File: src/sv/iqdc_pkg.sv
// Package with widths, constants and stage types of the I/Q DC offset removal block.
package iqdc_pkg;

  // Sample and output formats.
  localparam int SAMPLE_W      = 8;
  localparam int AVG_FRAC_BITS = 32;
  localparam int OUT_FRAC_BITS = 16;
  localparam int AVG_W         = AVG_FRAC_BITS + SAMPLE_W;
  localparam int DIFF_W        = AVG_W + 1;
  localparam int CORR_W        = DIFF_W - (AVG_FRAC_BITS - OUT_FRAC_BITS);

  // Smoothing factor is an unsigned fraction of 2^ALPHA_W.
  localparam int ALPHA_W = 32;
  localparam logic [ALPHA_W-1:0] ALPHA_RESET = 32'd33554;

  // Stream widths: data padded to whole bytes.
  localparam int IN_TDATA_W  = 8;
  localparam int OUT_TDATA_W = ((CORR_W + 7) / 8) * 8;

  // Largest output magnitude: 255 sample steps with 16 fraction bits.
  localparam logic signed [CORR_W-1:0] CORR_MAX = 25'sd16711680;

  // First stage: sample with the difference to its channel average.
  typedef struct packed {
    logic                       quad;
    logic signed [SAMPLE_W-1:0] x;
    logic                       neg;
    logic [AVG_W-1:0]           mag;
  } stage1_t;

  // Second stage: sample with the updated channel average.
  typedef struct packed {
    logic                       quad;
    logic signed [SAMPLE_W-1:0] x;
    logic signed [AVG_W-1:0]    avg;
  } stage2_t;

endpackage

File: src/sv/iqdc_alpha_scale.sv
// Scales a difference magnitude by the smoothing factor, truncated toward zero.
module iqdc_alpha_scale (
  input  logic [iqdc_pkg::AVG_W-1:0]   mag_i,
  input  logic [iqdc_pkg::ALPHA_W-1:0] alpha_i,
  output logic [iqdc_pkg::AVG_W-1:0]   step_o
);
  import iqdc_pkg::*;

  logic [AVG_W-1:0]     hi_prod;
  logic [2*ALPHA_W-1:0] lo_prod;
  logic [AVG_W:0]       sum;

  // Two partial products: upper magnitude bits and lower word, each by alpha.
  assign hi_prod = mag_i[AVG_W-1:ALPHA_W] * alpha_i;
  assign lo_prod = mag_i[ALPHA_W-1:0] * alpha_i;

  // The lower product contributes only its upper word; the sum never exceeds mag.
  assign sum    = {1'b0, hi_prod} + {{(AVG_W+1-ALPHA_W){1'b0}}, lo_prod[2*ALPHA_W-1:ALPHA_W]};
  assign step_o = sum[AVG_W-1:0];

endmodule

File: src/sv/iq_dc_offset_removal_top.sv
// Top level of the I/Q DC offset removal block with per-channel running averages.
//
//   Channel  Direction  Handshake                Payload
//   s_       in         s_tvalid_i / s_tready_o  s_tdata_i: sample_byte
//   m_       out        m_tvalid_o / m_tready_i  m_tdata_o: corrected_sample,
//                                                m_tuser_o: is_quadrature
//   cfg_     in         cfg_we_i                 cfg_wdata_i: smoothing_factor
//
// One request is taken per clock unless the output stalls; each result passes through
// stage 1, stage 2 and the output register. The rate is set by the average update, one
// alpha multiply and add per stage, which each channel needs only every second request.
// Reset clears both averages, starts with the in-phase channel and loads the
// default smoothing factor. A stall on the output backs up the stages in turn.
module iq_dc_offset_removal_top (
  input  logic                              clk_i,
  input  logic                              rst_ni,
  // Input stream.
  input  logic                              s_tvalid_i,
  output logic                              s_tready_o,
  input  logic [iqdc_pkg::IN_TDATA_W-1:0]   s_tdata_i,   // [7:0] sample_byte
  // Output stream.
  output logic                              m_tvalid_o,
  input  logic                              m_tready_i,
  output logic [iqdc_pkg::OUT_TDATA_W-1:0]  m_tdata_o,   // [24:0] corrected_sample, rest zero
  output logic                              m_tuser_o,   // [0] is_quadrature
  // Configuration.
  input  logic                              cfg_we_i,
  input  logic [iqdc_pkg::ALPHA_W-1:0]      cfg_wdata_i
);
  import iqdc_pkg::*;

  logic [ALPHA_W-1:0]      alpha_q;
  logic                    next_quad_q;
  logic signed [AVG_W-1:0] i_avg_q, i_avg_d;
  logic signed [AVG_W-1:0] q_avg_q, q_avg_d;

  logic    s1_v_q, s1_v_d, s2_v_q, s2_v_d, m_v_q, m_v_d;
  stage1_t s1_q, s1_d;
  stage2_t s2_q, s2_d;
  logic signed [CORR_W-1:0] corr_q, corr_d;
  logic                     quad_out_q;

  logic in_fire, s1_adv, s2_adv, out_free, s2_free;

  logic signed [SAMPLE_W-1:0] x_in;
  logic signed [AVG_W-1:0]    avg_in, avg_old;
  logic signed [DIFF_W-1:0]   diff_in, diff_abs, res;
  logic [AVG_W-1:0]           step;

  // Stage handshakes: each stage moves when the one after it has room.
  assign out_free   = !m_v_q || m_tready_i;
  assign s2_adv     = s2_v_q && out_free;
  assign s2_free    = !s2_v_q || out_free;
  assign s1_adv     = s1_v_q && s2_free;
  assign s_tready_o = !s1_v_q || s2_free;
  assign in_fire    = s_tvalid_i && s_tready_o;

  // Offset binary to two's complement, then difference to the channel average.
  assign x_in     = {~s_tdata_i[SAMPLE_W-1], s_tdata_i[SAMPLE_W-2:0]};
  assign avg_in   = next_quad_q ? q_avg_q : i_avg_q;
  assign diff_in  = {x_in[SAMPLE_W-1], x_in, {AVG_FRAC_BITS{1'b0}}}
                    - {avg_in[AVG_W-1], avg_in};
  assign diff_abs = diff_in[DIFF_W-1] ? -diff_in : diff_in;

  always_comb begin
    s1_d.quad = next_quad_q;
    s1_d.x    = x_in;
    s1_d.neg  = diff_in[DIFF_W-1];
    s1_d.mag  = diff_abs[AVG_W-1:0];
  end

  // Average update: step toward the sample by alpha times the difference.
  iqdc_alpha_scale u_scale (
    .mag_i   (s1_q.mag),
    .alpha_i (alpha_q),
    .step_o  (step)
  );

  assign avg_old = s1_q.quad ? q_avg_q : i_avg_q;

  always_comb begin
    s2_d.quad = s1_q.quad;
    s2_d.x    = s1_q.x;
    s2_d.avg  = s1_q.neg ? avg_old - $signed(step) : avg_old + $signed(step);
    i_avg_d   = i_avg_q;
    q_avg_d   = q_avg_q;
    if (s1_adv) begin
      if (s1_q.quad) begin
        q_avg_d = s2_d.avg;
      end else begin
        i_avg_d = s2_d.avg;
      end
    end
  end

  // Output value: sample minus updated average, floor-shifted to 16 fraction bits.
  assign res    = {s2_q.x[SAMPLE_W-1], s2_q.x, {AVG_FRAC_BITS{1'b0}}}
                  - {s2_q.avg[AVG_W-1], s2_q.avg};
  assign corr_d = res[DIFF_W-1 -: CORR_W];

  // Valid flags of the three stages.
  always_comb begin
    s1_v_d = s1_v_q;
    if (in_fire) begin
      s1_v_d = 1'b1;
    end else if (s1_adv) begin
      s1_v_d = 1'b0;
    end
    s2_v_d = s2_v_q;
    if (s1_adv) begin
      s2_v_d = 1'b1;
    end else if (s2_adv) begin
      s2_v_d = 1'b0;
    end
    m_v_d = m_v_q;
    if (s2_adv) begin
      m_v_d = 1'b1;
    end else if (m_tready_i) begin
      m_v_d = 1'b0;
    end
  end

  // Control state and running averages.
  always_ff @(posedge clk_i or negedge rst_ni) begin
    if (!rst_ni) begin
      s1_v_q      <= 1'b0;
      s2_v_q      <= 1'b0;
      m_v_q       <= 1'b0;
      next_quad_q <= 1'b0;
      alpha_q     <= ALPHA_RESET;
      i_avg_q     <= '0;
      q_avg_q     <= '0;
    end else begin
      s1_v_q  <= s1_v_d;
      s2_v_q  <= s2_v_d;
      m_v_q   <= m_v_d;
      i_avg_q <= i_avg_d;
      q_avg_q <= q_avg_d;
      if (in_fire) begin
        next_quad_q <= !next_quad_q;
      end
      if (cfg_we_i) begin
        alpha_q <= cfg_wdata_i;
      end
    end
  end

  // Payload registers of the stages.
  always_ff @(posedge clk_i) begin
    if (in_fire) begin
      s1_q <= s1_d;
    end
    if (s1_adv) begin
      s2_q <= s2_d;
    end
    if (s2_adv) begin
      corr_q     <= corr_d;
      quad_out_q <= s2_q.quad;
    end
  end

  assign m_tvalid_o = m_v_q;
  assign m_tdata_o  = {{(OUT_TDATA_W-CORR_W){1'b0}}, corr_q};
  assign m_tuser_o  = quad_out_q;

endmodule

File: config.mk
export PLATFORM = sky130hd
export DESIGN_NAME = iq_dc_offset_removal_top
export DESIGN_NICKNAME = d
export VERILOG_FILES = /design/src/sv/iqdc_pkg.sv /design/src/sv/iqdc_alpha_scale.sv /design/src/sv/iq_dc_offset_removal_top.sv
export SDC_FILE = /design/constraint.sdc
export NUM_CORES = 2
export LEC_CHECK = 0
export BUFFER_PORTS_ARGS = -buffer_cell sky130_fd_sc_hd__buf_2
export CAP_MARGIN = 0
export CORE_MARGIN = 5
export CORE_UTILIZATION = 55
export CTS_CLUSTER_DIAMETER = 40
export DETAILED_ROUTE_END_ITERATION = 6
export PLACE_DENSITY = 0.79
export SETUP_SLACK_MARGIN = 0.3
export SYNTH_ARGS = -nofsm -noshare
export SYNTH_HDL_FRONTEND = slang
export SYNTH_SLANG_ARGS = --single-unit
File: constraint.sdc
create_clock -name clk_i -period 17.3 [get_ports clk_i]
set_clock_uncertainty 0.05 [all_clocks]
set_input_delay 2.595 -clock clk_i [delete_from_list [all_inputs] [get_ports clk_i]]
set_output_delay 2.595 -clock clk_i [all_outputs]
set_load 0.01 [all_outputs]
Word level (Yosys, flattened, before mapping). Index checks and enable logic that the tools add are counted.

Register bits: 241. Input bits: 45. Output and inout bits: 35. Word-level logic and storage cells: 51.

Add/sub/neg operators: 6. $mul: 2. Mux-type cells: 10. Bitwise gates (word level): 2. Reduce and logical (&&, ||, !) cells: 15.

Operators by type and width (count): $mux W40 (4); $sub A40 B40 Y41 (2); $mul A32 B32 Y64 (1); $add A40 B32 Y40 (1); $add A40 B40 Y40 (1); $mul A8 B32 Y40 (1); $neg A40 Y40 (1); $sub A40 B40 Y40 (1); $mux W1 (6); $reduce_bool A2 Y1 (3); $logic_not A1 Y1 (4); $reduce_and A2 Y1 (2); $logic_and A1 B1 Y1 (3); $logic_or A1 B1 Y1 (3); $not A1 Y1 (2).

Logic depth before layout (Yosys ltp).
Depth after elaboration: 6. Gate-level depth with buffers: 58. Mapped depth without buffers: 56.

Modules after synthesis. A second synthesis with hierarchy kept.

Cell total of the unflattened synthesis: 5901. Area total of the unflattened synthesis: 55771.0 um2.

By module, submodules not included: iqdc_alpha_scale (instances 1, cells an instance 4522, area an instance 40615.2 um2, seq. area each 0.0 um2); iq_dc_offset_removal_top (instances 1, cells an instance 1379, area an instance 15155.8 um2, seq. area each 6662.6 um2).

Worst setup path before layout. No wires, ideal clock.

Kind: register to register. From: register alpha_q[8]. To: register i_avg_q[39]. Arrival: 13726 ps. Setup slack: 3399 ps. Cell stages (with the launch flop): 53. Path buffers: 2. Clock period less this slack: 13901 ps. Cells stage by stage: dfstp_2 clkbuf_1 nand2_1 fa_1 inv_1 fa_1 fa_1 inv_1 fa_1 inv_1 fa_1 fa_1 fa_1 inv_1 fa_1 inv_1 ha_1 a211oi_1 [... 17 more ...] a21o_1 a21o_1 a21oi_1 o211ai_1 o21ai_2 mux2_4 or4_4 nor4_4 a21oi_1 xor2_1 ha_1 nand2_1 nand2_1 a21oi_1 nor4b_1 a21oi_1 xnor3_2 mux2_2.

RTL lines: start, declared (line iq_dc_offset_removal_top.sv:32) `logic [ALPHA_W-1:0] alpha_q;`; start signal, assigned (line iq_dc_offset_removal_top.sv:143) `alpha_q <= cfg_wdata_i;`; end signal, assigned (line iq_dc_offset_removal_top.sv:137) `i_avg_q <= i_avg_d;`; end, declared (line iq_dc_offset_removal_top.sv:34) `logic signed [AVG_W-1:0] i_avg_q, i_avg_d;`.

==> results.cfg <==
[synth]
netlist_instances = 5821
yosysTopAreaCellShare = 0.400
synth_seq_cells = 241
synthTopCellsByArea = fa_1, ha_1, inv_1
yosysWarnings = 0
yosys.area.top_type = fa_1
yosysUniqueCellTypes = 109
synthFlopType = edfxtp_1
synth_area_per_cell_um2 = 9.54
synthArstFlopShare = 0.481
synth_seq_area_share = 0.120
synthTopCellsByCount = fa_1, inv_1, nand2_1
synth_edf_count = 125
syn_area_mm2 = 0.0555
synth.most_common_cell = fa_1

[clock_tree]
cts_buffers = 47
cts_tree = yes
clock_sinks = 241
cts_root_buf = clkbuf_16
cts.path.max_buffers = 3
cts_hold_buf = 0
cts.htree.levels = 2
path_clk_slew_ns = 0.06
insertion_delay_ns = 0.63

[setup_path]
critPathMostFrequentCell = fa_1
criticalPathCategory = flip-flop to flip-flop
worstPathArrival_ns = 16.78
path_max_fanout = 17
crit_required_ns = 17.76
start_kind = flip-flop
reg2reg_slack_ns = 0.98
critical_path.endpoint_type = flip-flop
slowest_stage = edfxtp_1
slowest_delay_ns = 0.73

[min_path]
hold_path.class = flip-flop to flip-flop

[grt]
grt_first_pass_wirelength_mm = 228
grt_overflow_total = 0
antenna_found_initial = 0
grt_max_degree = 73
grt_pass1_vias = 43600
grt_use_total = 0.262

[outcome]
status = finished, final reports clean

[route]
vias_per_cell = 5.68
drt_iter0_markers = 2641
drcViolationCount = 0
via_count = 40100
wl_per_cell_um = 19.5
antenna_left = 0
dr.pass1.iters = 5
wirelength_mm = 138

[flow_run]
drv_cap = 0

[placement]
dp_hpwl_mm = 110
globalplace.congestion = 0.959
port_buffers = 72

[sta]
fin_crit_ns = 16.32
worst_pin_slew_ns = 1.25
finalCritPeriodShare = 0.943
max_freq_ghz = 0.0613
finalHoldViolCount = 0
relSlewSlack = 0.167
finalSetupViolCount = 0
grt_setup_unrepaired = false
slew_violations = 0
tns_ns = 0

[die]
initial_utilization = 0.554
fp.dieW_um = 328
coreArea_mm2 = 0.100
io_pins = 80
rows = 116
fp.dieH_um = 328
dieArea_mm2 = 0.107

[final_layout]
drive_above_1_share = 0.0861
syn_to_final_growth_pct = 5.60
antenna_cells = 0
nets = 7262
nFillCells = 8246
-- logic make-up after synthesis --
logic type	after synthesis	synth area share
DFF	241	0.120
buffers and inverters	1395	0.0964
AOI/OAI and AO/OA	484	0.0582
other	1	0.0000676
xor gates and xnor gates	234	0.0375
muxes	191	0.0387
adders and majority gates	1486	0.485
and+or+nand+nor	1789	0.164
-- worst paths after layout --
check | startpoint | cells after the start | end
hold / removal | s1_q[48] | 0 | s2_q[47]
setup / recovery | s1_q[10] | 48 | q_avg_q[39]
hold reg to reg | s1_q[48] | 0 | s2_q[47]
max in group asynchronous | rst_ni | 2 | alpha_q[5]
min in group asynchronous | rst_ni | 1 | i_avg_q[36]
setup reg to reg | s1_q[10] | 48 | q_avg_q[39]
-- worst max-delay path, delay by kind of cell (launching register included) --
family,cells,cell delay [ns]
muxes,1,0.28
adders and majority gates,15,7.16
buffers and inverters,6,0.63
xor gates and xnor gates,4,1.34
and+or+nand+nor,11,3.01
AOI/OAI and AO/OA,11,3.05
DFF,1,0.73
-- metal layers --
metal	part of all wire	vias to the layer above	wire length, um	global-route usage
met1	0.41	20500	56700	0.356
met2	0.47	1617	65300	0.437
met4	0.034	0	4670	0.0796
met3	0.079	327	10900	0.0431
met5	0	-	0	0
li1	-	17700	-	-
-- registers in the layout, indices dropped and copies added, names as in the netlist --
name         count
alpha_q         32
corr_q          25
i_avg_q         40
m_tuser_o        1
m_tvalid_o       1
next_quad_q      1
q_avg_q         40
s1_q            50
s1_v_q           1
s2_q            49
s2_v_q           1
-- cells in the final DEF, fill, tap and decap left out, types with 14 or more instances in the layout --
| cell type | Yosys | layout |
|---|---|---|
| a211oi_1 | 19 | 19 |
| fa_1 | 1108 | 1108 |
| dfrtp_1 | 111 | 107 |
| nand4_1 | 20 | 20 |
| nor2_1 | 128 | 128 |
| o21ai_0 | 91 | 91 |
| ha_1 | 378 | 378 |
| mux2_2 | 147 | 147 |
| inv_1 | 1086 | 1086 |
| buf_4 | 9 | 90 |
| nand2b_1 | 23 | 22 |
| xnor2_1 | 147 | 147 |
| a21oi_1 | 140 | 140 |
| mux2i_1 | 37 | 37 |
| nand2_1 | 781 | 780 |
| nor2b_1 | 25 | 25 |
| o21a_1 | 20 | 20 |
| a31oi_1 | 27 | 27 |
| nand3_1 | 27 | 27 |
| nor3_1 | 54 | 54 |
| xor2_1 | 84 | 84 |
| a21o_1 | 53 | 53 |
| edfxtp_1 | 125 | 125 |
| buf_2 | 7 | 71 |
| o211ai_1 | 14 | 14 |
| and2_1 | 612 | 610 |
| clkbuf_16 | 0 | 48 |
-- repair_timing --
item / CTS / global route
gates resized for setup: 0 / 5
buffers inserted: 0 / 3
setup endpoints to repair: 0 / 6
-- area by class of cell --
type | instances | area, um^2 | share of cell area
sequential | 241 | 6670 | 0.114
timing repair buffer | 163 | 1050 | 0.0180
inverter | 1087 | 4080 | 0.0696
clock buffer | 52 | 1250 | 0.0213
clock inverter | 36 | 410 | 0.00700
multi-input combinational | 4191 | 43500 | 0.743
tap | 1298 | 1620 | 0.0277
-- through the flow --
step,hold WS (ns),setup WS [ns],util,std cells,cell area [um^2]
after detailed placement,0.357,1.13,0.568,6977,56900
after floorplan,0.350,3.40,-,5827,55500
final,0.370,0.980,0.585,7068,58600
after global placement,0.352,1.26,0.568,6977,56900
after CTS,0.372,1.02,0.585,7065,58600
after global routing,0.385,0.308,0.585,7068,58600
Power is not shown: default switching activity piles up to over one toggle a cycle in this logic, so the estimate is an artifact.
